$ cat src/rtl/rgbhsl_pkg.sv
// Shared types and constants for the RGB to HSL converter.
package rgbhsl_pkg;

    // Fixed output field widths.
    localparam int HUE_W   = 15;
    localparam int LIGHT_W = 9;
    localparam int SAT_W   = 13;

    typedef logic [HUE_W-1:0]   t_hue;
    typedef logic [LIGHT_W-1:0] t_light;
    typedef logic [SAT_W-1:0]   t_sat;

    // Hue scale: one sector of 60 degrees in 1/64 degree, and the full circle.
    localparam int HUE_SECTOR = 3840;
    localparam int HUE_FULL   = 23040;

    // Saturation is Q1.12; the rounded quotient is taken with a doubled scale.
    localparam int SAT_ONE    = 4096;
    localparam int SAT_SCALE2 = 8192;

    // Quotient bits produced by each divider, one per pipeline stage.
    localparam int DIV_STEPS = 13;

    // Which component is the largest, in priority order red, green, blue.
    typedef enum logic [1:0] {
        SEC_RED,
        SEC_GREEN,
        SEC_BLUE
    } t_sector;

    // Side information that travels next to the dividers.
    typedef struct packed {
        logic    grey;
        logic    neg;
        t_sector sector;
        t_light  light;
    } t_side;

    // Hue offset of a sector: 0, 120 or 240 degrees.
    function automatic t_hue hue_offset(input t_sector sec);
        t_hue off;
        unique case (sec)
            SEC_RED:   off = '0;
            SEC_GREEN: off = t_hue'(2 * HUE_SECTOR);
            SEC_BLUE:  off = t_hue'(4 * HUE_SECTOR);
            default:   off = '0;
        endcase
        return off;
    endfunction

endpackage

$ cat src/rtl/rgbhsl_div_step.sv
// One restoring division step: brings in one numerator bit, yields one quotient bit.
module rgbhsl_div_step #(
    parameter int DW = 8,
    parameter int QW = 13
) (
    input  logic [DW-1:0] i_rem,
    input  logic [QW-1:0] i_num_lo,
    input  logic [QW-1:0] i_quo,
    input  logic [DW-1:0] i_den,
    output logic [DW-1:0] o_rem,
    output logic [QW-1:0] o_num_lo,
    output logic [QW-1:0] o_quo
);

    logic [DW:0] trial;
    logic [DW:0] diff;
    logic        ge;

    always_comb begin
        trial    = {i_rem, i_num_lo[QW-1]};
        diff     = trial - {1'b0, i_den};
        ge       = (trial >= {1'b0, i_den});
        o_rem    = ge ? diff[DW-1:0] : trial[DW-1:0];
        o_num_lo = {i_num_lo[QW-2:0], 1'b0};
        o_quo    = {i_quo[QW-2:0], ge};
    end

endmodule

$ cat src/rtl/rgb_to_hsl_converter.sv
// Top level of the pipelined RGB to HSL converter.
//
// Usage: one RGB pixel word enters on the input channel (i_valid, o_stall,
// i_red_in, i_green_in, i_blue_in) and one HSL word leaves on the output
// channel (o_valid, i_stall, o_hue_out, o_lightness_out, o_saturation_out).
// A word is taken at a rising edge where valid is high and stall is low.
// Throughput is one word per clock cycle while the receiver does not
// stall. Two stages find max, min, chroma and the divider operands,
// thirteen stages each form one quotient bit of the hue and the
// saturation dividers side by side, and one stage assembles the
// result. The restoring divider, one bit per stage, sets the depth.
// Every stage has its own valid bit and moves whenever the stage after it
// is empty or moving, so bubbles close up while the receiver stalls and
// input words are still taken until all sixteen stages are full; only
// then does o_stall rise. A stalled output word holds steady.
// Reset (synchronous, active low) clears all valid bits; the pipeline is
// empty and ready in the first cycle after reset.
module rgb_to_hsl_converter #(
    parameter int COMPONENT_BITS = 8
) (
    input  logic                        i_clk,
    input  logic                        i_rst_n,
    input  logic                        i_valid,
    output logic                        o_stall,
    input  logic [COMPONENT_BITS-1:0]   i_red_in,
    input  logic [COMPONENT_BITS-1:0]   i_green_in,
    input  logic [COMPONENT_BITS-1:0]   i_blue_in,
    output logic                        o_valid,
    input  logic                        i_stall,
    output rgbhsl_pkg::t_hue            o_hue_out,
    output rgbhsl_pkg::t_light          o_lightness_out,
    output rgbhsl_pkg::t_sat            o_saturation_out
);

    localparam int CB    = COMPONENT_BITS;
    localparam int NDIV  = rgbhsl_pkg::DIV_STEPS;
    // Stage 0: max/min; stage 1: operands; stages 2..NDIV+1: divide; last: output.
    localparam int LAST  = NDIV + 2;
    localparam int HN_W  = CB + NDIV;       // hue numerator width
    localparam int SD_W  = CB + 1;          // saturation divisor width
    localparam int SN_W  = SD_W + NDIV;     // saturation numerator width
    localparam logic [CB-1:0] FULL = '1;

    // Handshake: adv[k] says stage k loads this cycle.
    logic [0:LAST+1] adv;
    logic [0:LAST]   r_vld;

    always_comb begin
        adv[LAST+1] = !i_stall;
        for (int k = LAST; k >= 0; k--) begin
            adv[k] = !r_vld[k] || adv[k+1];
        end
    end

    assign o_stall = !adv[0];

    always_ff @(posedge i_clk) begin
        if (!i_rst_n) begin
            r_vld <= '0;
        end else begin
            if (adv[0]) begin
                r_vld[0] <= i_valid;
            end
            for (int k = 1; k <= LAST; k++) begin
                if (adv[k]) begin
                    r_vld[k] <= r_vld[k-1];
                end
            end
        end
    end

    // Stage 0: find the largest component (red wins ties, then green), the
    // chroma and the sum, and pick the two components that give the hue
    // difference for that sector.
    rgbhsl_pkg::t_sector n0_sector;
    logic [CB-1:0]       n0_mx, n0_mn, n0_a, n0_b;
    rgbhsl_pkg::t_sector r0_sector;
    logic [CB-1:0]       r0_chroma, r0_a, r0_b;
    logic [CB:0]         r0_sum;

    always_comb begin
        n0_mn = i_red_in;
        if (i_green_in < n0_mn) begin
            n0_mn = i_green_in;
        end
        if (i_blue_in < n0_mn) begin
            n0_mn = i_blue_in;
        end
        if (i_red_in >= i_green_in && i_red_in >= i_blue_in) begin
            n0_sector = rgbhsl_pkg::SEC_RED;
            n0_mx     = i_red_in;
            n0_a      = i_green_in;
            n0_b      = i_blue_in;
        end else if (i_green_in >= i_blue_in) begin
            n0_sector = rgbhsl_pkg::SEC_GREEN;
            n0_mx     = i_green_in;
            n0_a      = i_blue_in;
            n0_b      = i_red_in;
        end else begin
            n0_sector = rgbhsl_pkg::SEC_BLUE;
            n0_mx     = i_blue_in;
            n0_a      = i_red_in;
            n0_b      = i_green_in;
        end
    end

    always_ff @(posedge i_clk) begin
        if (adv[0]) begin
            r0_sector <= n0_sector;
            r0_chroma <= n0_mx - n0_mn;
            r0_sum    <= {1'b0, n0_mx} + {1'b0, n0_mn};
            r0_a      <= n0_a;
            r0_b      <= n0_b;
        end
    end

    // Divider pipeline state, indexed by stage 1 through NDIV+1.
    logic [CB-1:0]      r_hrem [1:NDIV+1];
    logic [NDIV-1:0]    r_hlo  [1:NDIV+1];
    logic [NDIV-1:0]    r_hquo [1:NDIV+1];
    logic [CB-1:0]      r_hden [1:NDIV+1];
    logic [SD_W-1:0]    r_srem [1:NDIV+1];
    logic [NDIV-1:0]    r_slo  [1:NDIV+1];
    logic [NDIV-1:0]    r_squo [1:NDIV+1];
    logic [SD_W-1:0]    r_sden [1:NDIV+1];
    rgbhsl_pkg::t_side  r_side [1:NDIV+1];

    // Stage 1: signed hue difference and the two numerators. A negative
    // difference needs the ceiling of its magnitude, so chroma-1 is added
    // before the floor division. The saturation quotient is rounded with
    // ties upward by dividing 2*4096*chroma + den by 2*den.
    logic            n1_neg;
    logic [CB-1:0]   n1_diff;
    logic [CB-1:0]   n1_den;
    logic [HN_W-1:0] n1_hnum;
    logic [SN_W-1:0] n1_snum;
    rgbhsl_pkg::t_side n1_side;

    always_comb begin
        n1_neg  = (r0_a < r0_b);
        n1_diff = n1_neg ? (r0_b - r0_a) : (r0_a - r0_b);
        if (r0_sum <= {1'b0, FULL}) begin
            n1_den = r0_sum[CB-1:0];
        end else begin
            n1_den = CB'({FULL, 1'b0} - r0_sum);
        end
        n1_hnum = HN_W'(n1_diff) * HN_W'(rgbhsl_pkg::HUE_SECTOR)
                + (n1_neg ? (HN_W'(r0_chroma) - HN_W'(1)) : '0);
        n1_snum = SN_W'(r0_chroma) * SN_W'(rgbhsl_pkg::SAT_SCALE2) + SN_W'(n1_den);
        n1_side.grey   = (r0_chroma == '0);
        n1_side.neg    = n1_neg;
        n1_side.sector = r0_sector;
        n1_side.light  = rgbhsl_pkg::t_light'(r0_sum);
    end

    always_ff @(posedge i_clk) begin
        if (adv[1]) begin
            r_hrem[1] <= n1_hnum[HN_W-1:NDIV];
            r_hlo[1]  <= n1_hnum[NDIV-1:0];
            r_hquo[1] <= '0;
            r_hden[1] <= r0_chroma;
            r_srem[1] <= n1_snum[SN_W-1:NDIV];
            r_slo[1]  <= n1_snum[NDIV-1:0];
            r_squo[1] <= '0;
            r_sden[1] <= {n1_den, 1'b0};
            r_side[1] <= n1_side;
        end
    end

    // Stages 2..NDIV+1: one quotient bit of each divider per stage.
    for (genvar k = 2; k <= NDIV + 1; k++) begin : g_div
        logic [CB-1:0]   h_rem;
        logic [NDIV-1:0] h_lo, h_quo;
        logic [SD_W-1:0] s_rem;
        logic [NDIV-1:0] s_lo, s_quo;

        rgbhsl_div_step #(.DW(CB), .QW(NDIV)) u_hue_step (
            .i_rem    (r_hrem[k-1]),
            .i_num_lo (r_hlo[k-1]),
            .i_quo    (r_hquo[k-1]),
            .i_den    (r_hden[k-1]),
            .o_rem    (h_rem),
            .o_num_lo (h_lo),
            .o_quo    (h_quo)
        );

        rgbhsl_div_step #(.DW(SD_W), .QW(NDIV)) u_sat_step (
            .i_rem    (r_srem[k-1]),
            .i_num_lo (r_slo[k-1]),
            .i_quo    (r_squo[k-1]),
            .i_den    (r_sden[k-1]),
            .o_rem    (s_rem),
            .o_num_lo (s_lo),
            .o_quo    (s_quo)
        );

        always_ff @(posedge i_clk) begin
            if (adv[k]) begin
                r_hrem[k] <= h_rem;
                r_hlo[k]  <= h_lo;
                r_hquo[k] <= h_quo;
                r_hden[k] <= r_hden[k-1];
                r_srem[k] <= s_rem;
                r_slo[k]  <= s_lo;
                r_squo[k] <= s_quo;
                r_sden[k] <= r_sden[k-1];
                r_side[k] <= r_side[k-1];
            end
        end
    end

    // Last stage: add or subtract the hue quotient to the sector offset and
    // wrap a negative hue by one full circle. Grey pixels force hue and
    // saturation to zero; the saturation quotient never exceeds one, but it
    // is clamped all the same.
    rgbhsl_pkg::t_side n_side;
    logic [15:0]       n_off, n_hq, n_hue16;
    rgbhsl_pkg::t_hue  n_hue;
    rgbhsl_pkg::t_sat  n_sat;
    rgbhsl_pkg::t_hue  r_hue;
    rgbhsl_pkg::t_light r_light;
    rgbhsl_pkg::t_sat  r_sat;

    always_comb begin
        n_side = r_side[NDIV+1];
        n_off  = 16'(rgbhsl_pkg::hue_offset(n_side.sector));
        n_hq   = 16'(r_hquo[NDIV+1]);
        if (!n_side.neg) begin
            n_hue16 = n_off + n_hq;
        end else if (n_off >= n_hq) begin
            n_hue16 = n_off - n_hq;
        end else begin
            n_hue16 = n_off + 16'(rgbhsl_pkg::HUE_FULL) - n_hq;
        end
        if (r_squo[NDIV+1] > rgbhsl_pkg::t_sat'(rgbhsl_pkg::SAT_ONE)) begin
            n_sat = rgbhsl_pkg::t_sat'(rgbhsl_pkg::SAT_ONE);
        end else begin
            n_sat = rgbhsl_pkg::t_sat'(r_squo[NDIV+1]);
        end
        n_hue = rgbhsl_pkg::t_hue'(n_hue16);
        if (n_side.grey) begin
            n_hue = '0;
            n_sat = '0;
        end
    end

    always_ff @(posedge i_clk) begin
        if (adv[LAST]) begin
            r_hue   <= n_hue;
            r_light <= n_side.light;
            r_sat   <= n_sat;
        end
    end

    assign o_valid          = r_vld[LAST];
    assign o_hue_out        = r_hue;
    assign o_lightness_out  = r_light;
    assign o_saturation_out = r_sat;

endmodule

$ cat config.mk
export PLATFORM = sky130hd
export DESIGN_NAME = rgb_to_hsl_converter
export DESIGN_NICKNAME = d
export VERILOG_FILES = /design/src/rtl/rgbhsl_pkg.sv /design/src/rtl/rgbhsl_div_step.sv /design/src/rtl/rgb_to_hsl_converter.sv
export SDC_FILE = /design/constraint.sdc
export NUM_CORES = 1
export LEC_CHECK = 0
export ABC_CLOCK_PERIOD_IN_PS = 7200
export BUFFER_PORTS_ARGS = -buffer_cell sky130_fd_sc_hd__buf_4
export CAP_MARGIN = 0
export CORE_UTILIZATION = 25
export DETAILED_ROUTE_END_ITERATION = 8
export PLACE_DENSITY_LB_ADDON = 0.15
export SYNTH_ARGS = -nofsm -noshare
export SYNTH_HDL_FRONTEND = slang
export SYNTH_HIERARCHICAL = 1
export SYNTH_SLANG_ARGS = --single-unit
$ cat constraint.sdc
create_clock -name i_clk -period 7.2 [get_ports i_clk]
set_input_delay 1.08 -clock i_clk [delete_from_list [all_inputs] [get_ports i_clk]]
set_output_delay 1.08 -clock i_clk [all_outputs]
set_load 0.02 [all_outputs]
# --- Word-level counts from Yosys, hierarchy flattened ---
# Memory sizes are Yosys's and may differ from the RTL's.
# Cells that the tools add are included.
word_totals:
  regBits: 88
  ram_bits: 1386
  input_bits: 28
  output_inout_bits: 39
  elab_cells: 217
  n_memories: 9
classes:
  add_sub_neg: 38
  n_mul: 1
  magnitude_cmp: 35
  eq_ne: 2
  n_mux: 70
  n_reduce_logical: 37
mem_list:
  columns: ["memory", "words", "word_bits", "rd", "rd_clocked_by_memory_dff", "write_ports", "line_no", "rtl"]
  rows:
  - ["r_hlo", 14, 13, 13, 0, 14, "rgb_to_hsl_converter.sv:119", "logic [NDIV-1:0] r_hlo [1:NDIV+1];"]
  - ["r_hquo", 14, 13, 14, 0, 14, "rgb_to_hsl_converter.sv:120", "logic [NDIV-1:0] r_hquo [1:NDIV+1];"]
  - ["r_side", 14, 13, 14, 0, 14, "rgb_to_hsl_converter.sv:126", "rgbhsl_pkg::t_side r_side [1:NDIV+1];"]
  - ["r_slo", 14, 13, 13, 0, 14, "rgb_to_hsl_converter.sv:123", "logic [NDIV-1:0] r_slo [1:NDIV+1];"]
  - ["r_squo", 14, 13, 14, 0, 14, "rgb_to_hsl_converter.sv:124", "logic [NDIV-1:0] r_squo [1:NDIV+1];"]
  - ["r_sden", 14, 9, 13, 0, 14, "rgb_to_hsl_converter.sv:125", "logic [SD_W-1:0] r_sden [1:NDIV+1];"]
  - ["+3 memories", null, null, null, null, null, null, null]
op_table:
  columns: ["cell", "count"]
  rows:
  - ["8-bit 2-to-1 mux", 23]
  - ["10-bit by 9-bit greater-or-equal comparator with 1-bit output", 13]
  - ["8-bit subtractor", 16]
  - ["9-bit by 8-bit greater-or-equal comparator with 1-bit output", 13]
  - ["9-bit 2-to-1 mux", 13]
  - ["9-bit subtractor", 13]
  - ["15-bit 2-to-1 mux", 2]
  - ["1-bit 2-to-1 mux", 28]
  - ["14-bit one-hot mux with 2 select lines", 1]
  - ["8-bit greater-or-equal comparator", 3]
  - ["8-bit < comparator", 3]
  - ["21-bit by 8-bit adder with 22-bit output", 1]
  - ["20-bit by 21-bit adder with 21-bit output", 1]
  - ["21-bit 2-to-1 mux", 1]
  - ["1-bit logical NOT", 18]
  - ["1-bit logical OR", 16]
  - ["14-bit by 13-bit adder with 15-bit output", 1]
  - ["14-bit by 15-bit adder with 15-bit output, second input constant", 1]
  - ["15-bit by 13-bit greater-or-equal comparator with 1-bit output", 1]
  - ["14-bit by 13-bit subtractor with 15-bit output", 1]
  - ["15-bit by 13-bit subtractor with 15-bit output", 1]
  - ["13-bit > comparator, second input constant", 1]
  - ["13-bit 2-to-1 mux", 1]
  - ["8-bit by 4-bit multiplier with 12-bit output, second input constant", 1]
  - ["other kinds (10)", 10]

# --- Logic depth before layout (Yosys ltp) ---
# Gate-level depths: netlist (run 1).
logic_depth:
  word_depth: 18
  mapped_depth: 29
  ltp_nobuf: 29

# --- Hierarchy ---
# Netlist (run 1), hierarchy kept.
by_module_without_submodules:
  columns: ["mod", "instances", "cells_per_inst", "area_per_inst_um2"]
  rows:
  - ["rgb_to_hsl_converter", 1, 2064, 45227.1]
  - ["rgbhsl_div_step at g_div[10].u_sat_step ...", 12, 113, 872.1]
  - ["rgbhsl_div_step at g_div[12].u_hue_step ...", 7, 93, 738.2]
  - ["rgbhsl_div_step at g_div[10].u_hue_step ...", 6, 96, 719.4]
  - ["rgbhsl_div_step at g_div[11].u_sat_step", 1, 106, 830.8]

# --- Worst setup path before layout (run 1) ---
# OpenSTA, ideal clock, no wires.
synth_timing:
  path_type: "input to register"
  from: "in i_stall"
  to: "reg r_hden[1][1] (netlist name)"
  arrival_ps: 6280
  path_slack_ps: 462
  path_stages: 8
  path_buffers: 1
  cell_sequence: "and3_1 clkbuf_1 and4_1 and2_1 inv_1 nor3_2 and3_1 nand2_1"
synth_lines:
  columns: ["element", "line_no", "rtl"]
  rows:
  - ["start, declared", "rgb_to_hsl_converter.sv:29", "input logic i_stall,"]

==> flow_summary.json, run 1 <==
{
  "hold_class": "flop to flop",
  "area_growth_pct": 9.36,
  "clock_sinks": 1014,
  "core_area_sq_um": 212000,
  "drv_slew": 0,
  "clk_path_buf_depth": 3,
  "min_from": "r_squo[1][16]",
  "violations": "DRC",
  "dp_cells": 6482,
  "fin_crit_sh": 0.913,
  "ctsHoldBuffers": 0,
  "crit_family": "compound AO/OA/AOI/OAI gates",
  "initial_utilization": 0.251,
  "drive_above_1_share": 0.142,
  "avgSynthCellArea_sq_um": 13.4,
  "post_dp_cell_area_sq_um": 54500,
  "die_w_um": 464,
  "vias_per_cell": 4.16,
  "wl_mm": 99.6,
  "setup_tns_ns": 0,
  "antenna_found_initial": 3,
  "portBuffers": 66,
  "route.vias.total": 27800,
  "crit_buf_inv": 5,
  "whs_path_depth": 0,
  "grt_pass1_vias": 28700,
  "firstDrtPassIters": 7,
  "fmax_mhz": 152,
  "grt_pass1_wl_mm": 160,
  "r2r-end": "r_hrem[0][15]",
  "post_cts_buffers": 0,
  "cts_buffers": 116,
  "reg2reg_from": "r0_a[0]",
  "cts_tree": "built",
  "wl_per_cell_um": 14.9,
  "insertion_delay_ns": 0.74,
  "critPathMaxStageDelay_ns": 0.63,
  "postSynthCellCount": 3994,
  "ant_nets": 0,
  "rsz0062_at_grt": "no",
  "row_count": 169,
  "dieHeight_um": 464,
  "worst_pin_slew_ns": 1.02,
  "maxCapViolCount": 0,
  "drc": 14,
  "fin_crit_ns": 6.57,
  "worst-path-max-fanout": 14,
  "worst-r2r-cell-count": 26,
  "clk_pin_slew_ns": 0.06,
  "grt_usage": 0.0918,
  "critPathLaunchType": "flop",
  "critPathRequiredTime_ns": 7.68,
  "place.gp.congestion": 0.744,
  "boundaryPins": 67,
  "setup_viol": 0,
  "htreeDepth": 3,
  "syn_area_sq_um": 53300,
  "cp.arrival_ns": 7.05,
  "relSlewSlack": 0.319,
  "drt_iter0_drc": 1286,
  "clock_skew_ns": 0.0425,
  "hold_viol": 0,
  "fin_cells": 6697,
  "holdPathEnd": "r_squo[1][30]",
  "post-dp-hpwl_mm": 74.2,
  "crit_path_end_kind": "flop",
  "crit_slowest_cell": "a2111oi_0",
  "fillers": 21500,
  "final_core_util": 0.275,
  "ctsResizeCount": 0,
  "path_class": "flop to flop",
  "overflow": 0,
  "grt_max_degree": 72,
  "cp-startpoint": "r0_a[0]",
  "cts_root_buf": "clkbuf_16",
  "die-area_sq_um": 215000,
  "ys_warn_count": 6,
  "reg2reg_slack_ns": 0.63,
  "run_status": "finished with violations",
  "final_nets": 4178,
  "final_area_sq_um": 58300
}
## sequential cells by signal (all words and copies together) (netlist names), 85 cells and up
register	flops
r_side	176
r_srem	115
r_hrem	104
r_hlo	91
r_hquo	91
r_squo	91
r_hden	90
r_slo	85
## metrics by stage
| step | hold slack [ns] | setup slack, ns |
|---|---|---|
| 2_1_floorplan | 0.400 | 1.33 |
| 3_3_place_gp | 0.403 | 0.579 |
| 3_5_place_dp | 0.405 | 0.550 |
| 4_1_cts | 0.376 | 0.500 |
| 5_1_grt | 0.394 | 0.0483 |
| 6_report | 0.381 | 0.626 |
## how the worst max path moves through the flow
stage,to,slack [ns],cells after the start
3_3_place_gp,r_hrem[0][15],0.58,26
6_report,r_hrem[0][15],0.63,26
2_1_floorplan,r_hrem[0][15],1.33,27
5_1_grt,r_hrem[0][15],0.05,26
4_1_cts,r_hrem[0][15],0.50,26
3_5_place_dp,r_hrem[0][15],0.55,26
## routing by layer
layer | GRT usage | vias to the layer above | part of all wire
li1 | - | 14000 | -
met1 | 0.114 | 13300 | 0.45
met2 | 0.160 | 320 | 0.49
met3 | 0.0177 | 160 | 0.033
met4 | 0.0270 | 0 | 0.024
met5 | 0 | - | 0
## layout make-up
type | count | area, sq um | share of cell area
Clock inverter | 78 | 867 | 0.0149
Clock buffer | 136 | 2980 | 0.0511
Sequential cell | 1014 | 30300 | 0.519
Timing Repair Buffer | 84 | 631 | 0.0108
Antenna cell | 1 | 2.50 | 0.0000429
Multi-Input combinational cell | 2140 | 18400 | 0.316
Tap cell | 2821 | 3530 | 0.0605
Inverter | 423 | 1620 | 0.0277
## placed cells by master, fill, tap and decap left out, drive strengths merged, types with 15 or more instances in the layout
cell and n:
a21oi 170, a31oi 28, nand3 60, nand4 18
o31ai 32, mux2 132, a2111oi 31, edfxtp 998
xor2 45, o2111ai 15, xnor2 96, conb 20
clkbuf 136, buf 84, a211oi 75, nand2b 53
and2 17, fa 42, ha 329, a311o 23
dfxtp 16, o21a 47, mux2i 110, nand2 95
o21ai 96, nor2 119, nor2b 27, inv 427
a211o 31, nor3b 24, bufinv 15, clkinv 55
or3 22, and3 21, a21o 98, nor3 63
nor4 18, o211ai 50
Power of run 1 is not shown: default switching activity piles up to over one toggle a cycle in this logic, so the estimate is an artifact.
==> run 2, diff against run 1 <==
--- a/config.mk
+++ b/config.mk
@@ -5,6 +5,7 @@
 export SDC_FILE = /design/constraint.sdc
 export NUM_CORES = 1
 export LEC_CHECK = 0
+export ABC_AREA = 1
 export ABC_CLOCK_PERIOD_IN_PS = 7200
 export BUFFER_PORTS_ARGS = -buffer_cell sky130_fd_sc_hd__buf_4
 export CAP_MARGIN = 0
==> flow_summary.json, run 2 <==
{
  "grt_pass1_wl_mm": 173,
  "cp.arrival_ns": 6.36,
  "ant_nets": 0,
  "setup_tns_ns": 0,
  "dieHeight_um": 471,
  "worst-r2r-cell-count": 30,
  "worst_pin_slew_ns": 1.07,
  "firstDrtPassIters": 5,
  "drv_slew": 0,
  "drt_iter0_drc": 1438,
  "area_growth_pct": 9.97,
  "critPathRequiredTime_ns": 7.65,
  "hold_viol": 0,
  "top_register": "r_side",
  "initial_utilization": 0.253,
  "hold_slack_ns": 0.372,
  "whs_path_depth": 0,
  "run_status": "finished clean",
  "crit_family": "adder cells",
  "portBuffers": 66,
  "fillers": 22600,
  "wl_per_cell_um": 13.3,
  "row_count": 171,
  "avgSynthCellArea_sq_um": 10.6,
  "hold_class": "flop to flop",
  "drc": 0,
  "critical_path_depth": 30,
  "drive_above_1_share": 0.139,
  "ctsHoldBuffers": 0,
  "place.gp.congestion": 0.789,
  "overflow": 0,
  "clock_skew_ns": 0.0499,
  "crit_slowest_cell": "fa_1",
  "largest_reg_flops": 176,
  "core_area_sq_um": 218000,
  "clk_pin_slew_ns": 0.06,
  "rsz0062_at_grt": "no",
  "boundaryPins": 67,
  "antenna_found_initial": 5,
  "crit_buf_inv": 4,
  "maxCapViolCount": 0,
  "ctsResizeCount": 0,
  "fmax_mhz": 169,
  "top_regs": "r_side: 176 flops, r_srem: 115 flops, r_hrem: 104 flops",
  "post-dp-hpwl_mm": 80.5,
  "relSlewSlack": 0.281,
  "post_cts_buffers": 0,
  "layout_commonest_cell": "nand2_1",
  "cts_tree": "built",
  "critPathLaunchType": "flop",
  "clk_path_buf_depth": 3,
  "vias_per_cell": 3.94,
  "fin_crit_sh": 0.820,
  "cpMostUsedCell": "nand2_1",
  "grt_pass1_vias": 31800,
  "reg2reg_slack_ns": 1.29,
  "insertion_delay_ns": 0.74,
  "die_w_um": 471,
  "grt_usage": 0.0958,
  "grt_max_degree": 73,
  "fin_crit_ns": 5.91,
  "clock_sinks": 1014,
  "htreeDepth": 3,
  "route.vias.total": 31500,
  "worst-path-max-fanout": 20,
  "final_nets": 5451,
  "path_class": "flop to flop",
  "ys_warn_count": 6,
  "layout_common_cells": "1147 x nand2_1, 998 x edfxtp_1, 752 x inv_1, 414 x nand3_1, 329 x ha_1",
  "cts_root_buf": "clkbuf_16",
  "cts_buffers": 116,
  "setup_viol": 0,
  "syn_area_sq_um": 55100,
  "die-area_sq_um": 222000,
  "critPathMaxStageDelay_ns": 0.57,
  "crit_path_end_kind": "flop",
  "wl_mm": 106,
  "postSynthCellCount": 5207
}
[run 2: cell types whose count changed in the layout (fill, tap and decap cells not counted), moves of 78 or more]
| cell | change |
|---|---|
| nand2_1 | +1056 |
| nor2_1 | +78 |
| inv_1 | +349 |
| nand2_2 | +201 |
| a21o_1 | -86 |
| nand3_1 | +356 |
| mux2i_1 | -110 |
[run 2: metal layers]
layer / vias to the layer above / share of wire / global-route usage
met2: 323 / 0.48 / 0.167
met3: 167 / 0.030 / 0.0162
li1: 16500 / - / -
met5: - / 0 / 0
met4: 0 / 0.027 / 0.0290
met1: 14500 / 0.46 / 0.120
[run 2: path summary, 6_finish.rpt]
kind | start | end
hold / removal | r_side[1][19] | r_side[1][32]
setup / recovery | r0_a[0] | r_hrem[0][15]
hold reg to reg | r_side[1][19] | r_side[1][32]
setup reg to reg | r0_a[0] | r_hrem[0][15]
[run 2: stage by stage]
step	std cells	worst slack, ns	utilization	instance area, sq um
final	8003	1.29	0.278	60500
after global routing	8003	0.612	0.278	60500
after CTS	8002	1.23	0.278	60500
after detailed placement	7788	1.24	0.260	56600
after global placement	7788	1.23	0.260	56600
after floorplan	5228	0.257	-	55100
[run 2: final cells by class]
cell class              count  area [sq um]  area share
diodes                      1          2.50   0.0000413
clock buffers             141          3070      0.0507
clock inverters            73           872      0.0144
inverters                 813          3050      0.0504
multi-input cells        3027         19100       0.315
flip-flops and latches   1014         30300       0.500
well taps                2854          3570      0.0590
repair buffers             80           601     0.00992
Power of run 2 is left out for the same reason.
==> run 3, diff against run 2 <==
--- a/config.mk
+++ b/config.mk
@@ -6,7 +6,7 @@
 export NUM_CORES = 1
 export LEC_CHECK = 0
 export ABC_AREA = 1
-export ABC_CLOCK_PERIOD_IN_PS = 7200
+export ABC_CLOCK_PERIOD_IN_PS = 5100
 export BUFFER_PORTS_ARGS = -buffer_cell sky130_fd_sc_hd__buf_4
 export CAP_MARGIN = 0
 export CORE_UTILIZATION = 25
==> constraint.sdc (replaced) <==
create_clock -name i_clk -period 5.1 [get_ports i_clk]
set_input_delay 0.765 -clock i_clk [delete_from_list [all_inputs] [get_ports i_clk]]
set_output_delay 0.765 -clock i_clk [all_outputs]
set_load 0.02 [all_outputs]
==> flow_summary.json, run 3 (same netlist as run 2, synthesis figures left out) <==
{
  "run_status": "finished clean",
  "wl_mm": 108,
  "row_count": 171,
  "crit_path_end_kind": "flop",
  "hold_class": "primary input to flop",
  "crit_slowest_cell": "fa_1",
  "clock_skew_ns": 0.0533,
  "boundaryPins": 67,
  "final_core_util": 0.282,
  "maxCapViolCount": 0,
  "worst_pin_slew_ns": 1.01,
  "cts_tree": "built",
  "setup_slack_ns": 0.0718,
  "cp.arrival_ns": 5.48,
  "portBuffers": 66,
  "largest_reg_flops": 176,
  "fin_crit_sh": 0.986,
  "insertion_delay_ns": 0.74,
  "top_regs": "r_side: 176 flops, r_srem: 115 flops, r_hrem: 104 flops",
  "die_w_um": 471,
  "grt_pass1_vias": 32800,
  "htreeDepth": 3,
  "antenna_found_initial": 4,
  "fmax_mhz": 199,
  "layout_common_cells": "1139 x nand2_1, 998 x edfxtp_1, 746 x inv_1, 410 x nand3_1, 321 x ha_1",
  "drc": 0,
  "worst-path-max-fanout": 4,
  "critPathMaxStageDelay_ns": 0.52,
  "final_nets": 5532,
  "fin_cells": 8079,
  "overflow": 0,
  "rsz0062_at_grt": "yes",
  "vias_per_cell": 3.93,
  "ant_nets": 0,
  "clk_pin_slew_ns": 0.06,
  "drv_slew": 0,
  "fin_crit_ns": 5.03,
  "relSlewSlack": 0.326,
  "grt_usage": 0.0977,
  "dp_cells": 7861,
  "core_area_sq_um": 218000,
  "drt_iter0_drc": 1302,
  "initial_utilization": 0.253,
  "wl_per_cell_um": 13.4,
  "die-area_sq_um": 222000,
  "layout_commonest_cell": "nand2_1",
  "cts_root_buf": "clkbuf_16",
  "cpMostUsedCell": "a21oi_2",
  "dieHeight_um": 471,
  "cts_buffers": 114,
  "route.vias.total": 31700,
  "top_register": "r_side",
  "setup_viol": 0,
  "place.gp.congestion": 0.767,
  "grt_max_degree": 72,
  "clock_sinks": 1014,
  "firstDrtPassIters": 5,
  "critPathLaunchType": "flop",
  "ctsHoldBuffers": 0,
  "clk_path_buf_depth": 3,
  "pre_cts_ws_ns": -0.277,
  "hold_viol": 0,
  "path_class": "flop to flop",
  "grt_pass1_wl_mm": 176,
  "area_growth_pct": 11.5,
  "post-dp-hpwl_mm": 82.5,
  "hold_slack_ns": 0.312,
  "drive_above_1_share": 0.162,
  "critPathRequiredTime_ns": 5.55
}
==> run 3: layout make-up <==
type,instances,area (sq um)
tap,2854,3570
fill,22500,157000
multi-input combinational,3028,19300
inverter,813,3060
timing repair buffer,162,1230
clock inverter,66,865
antenna,1,2.50
sequential,1014,30300
clock buffer,141,3050
==> run 3: final timing paths <==
| check | startpoint | endpoint | slack, ns | cells after the start |
|---|---|---|---|---|
| setup / recovery | r0_a[0] | r_hrem[0][15] | 0.07 | 31 |
| hold / removal | i_valid | r_vld[0] | 0.31 | 3 |
| setup reg to reg | r0_a[0] | r_hrem[0][15] | 0.07 | 31 |
| hold reg to reg | r_side[1][3] | r_side[1][16] | 0.37 | 0 |
==> run 3: per-stage QoR <==
step	area, sq um	setup TNS [ns]
final	61400	0
after global routing	61400	-0.788
after CTS	61200	0
after detailed placement	57200	-0.900
after global placement	57200	-0.939
after floorplan	55200	-180.60
==> run 3: per-layer routing <==
layer  track usage  share of wire  wire, um  vias to the layer above
li1              -              -         -                    16700
met1         0.120           0.45     49200                    14500
met2         0.174           0.49     53300                      308
met3        0.0174          0.030      3230                      181
met4        0.0265          0.025      2670                        2
met5             0       0.000092        10                        -
==> run 3: what timing repair did <==
item                       4_1_cts  5_1_grt
resized for setup               11       52
buffers inserted                 5        4
setup endpoints to repair        4        6
cloned                           1        0
pin swaps                        4       39
==> run 3: worst max-delay path: cells and delay by family, from the launching register on <==
kind | cells | cell delay, ns
AOI/OAI and AO/OA | 7 | 0.91
xor gates and xnor gates | 4 | 0.51
adders and majority gates | 5 | 1.64
buffers and inverters | 7 | 0.59
DFF | 1 | 0.38
and+or+nand+nor | 8 | 0.77
Power of run 3 is left out for the same reason.
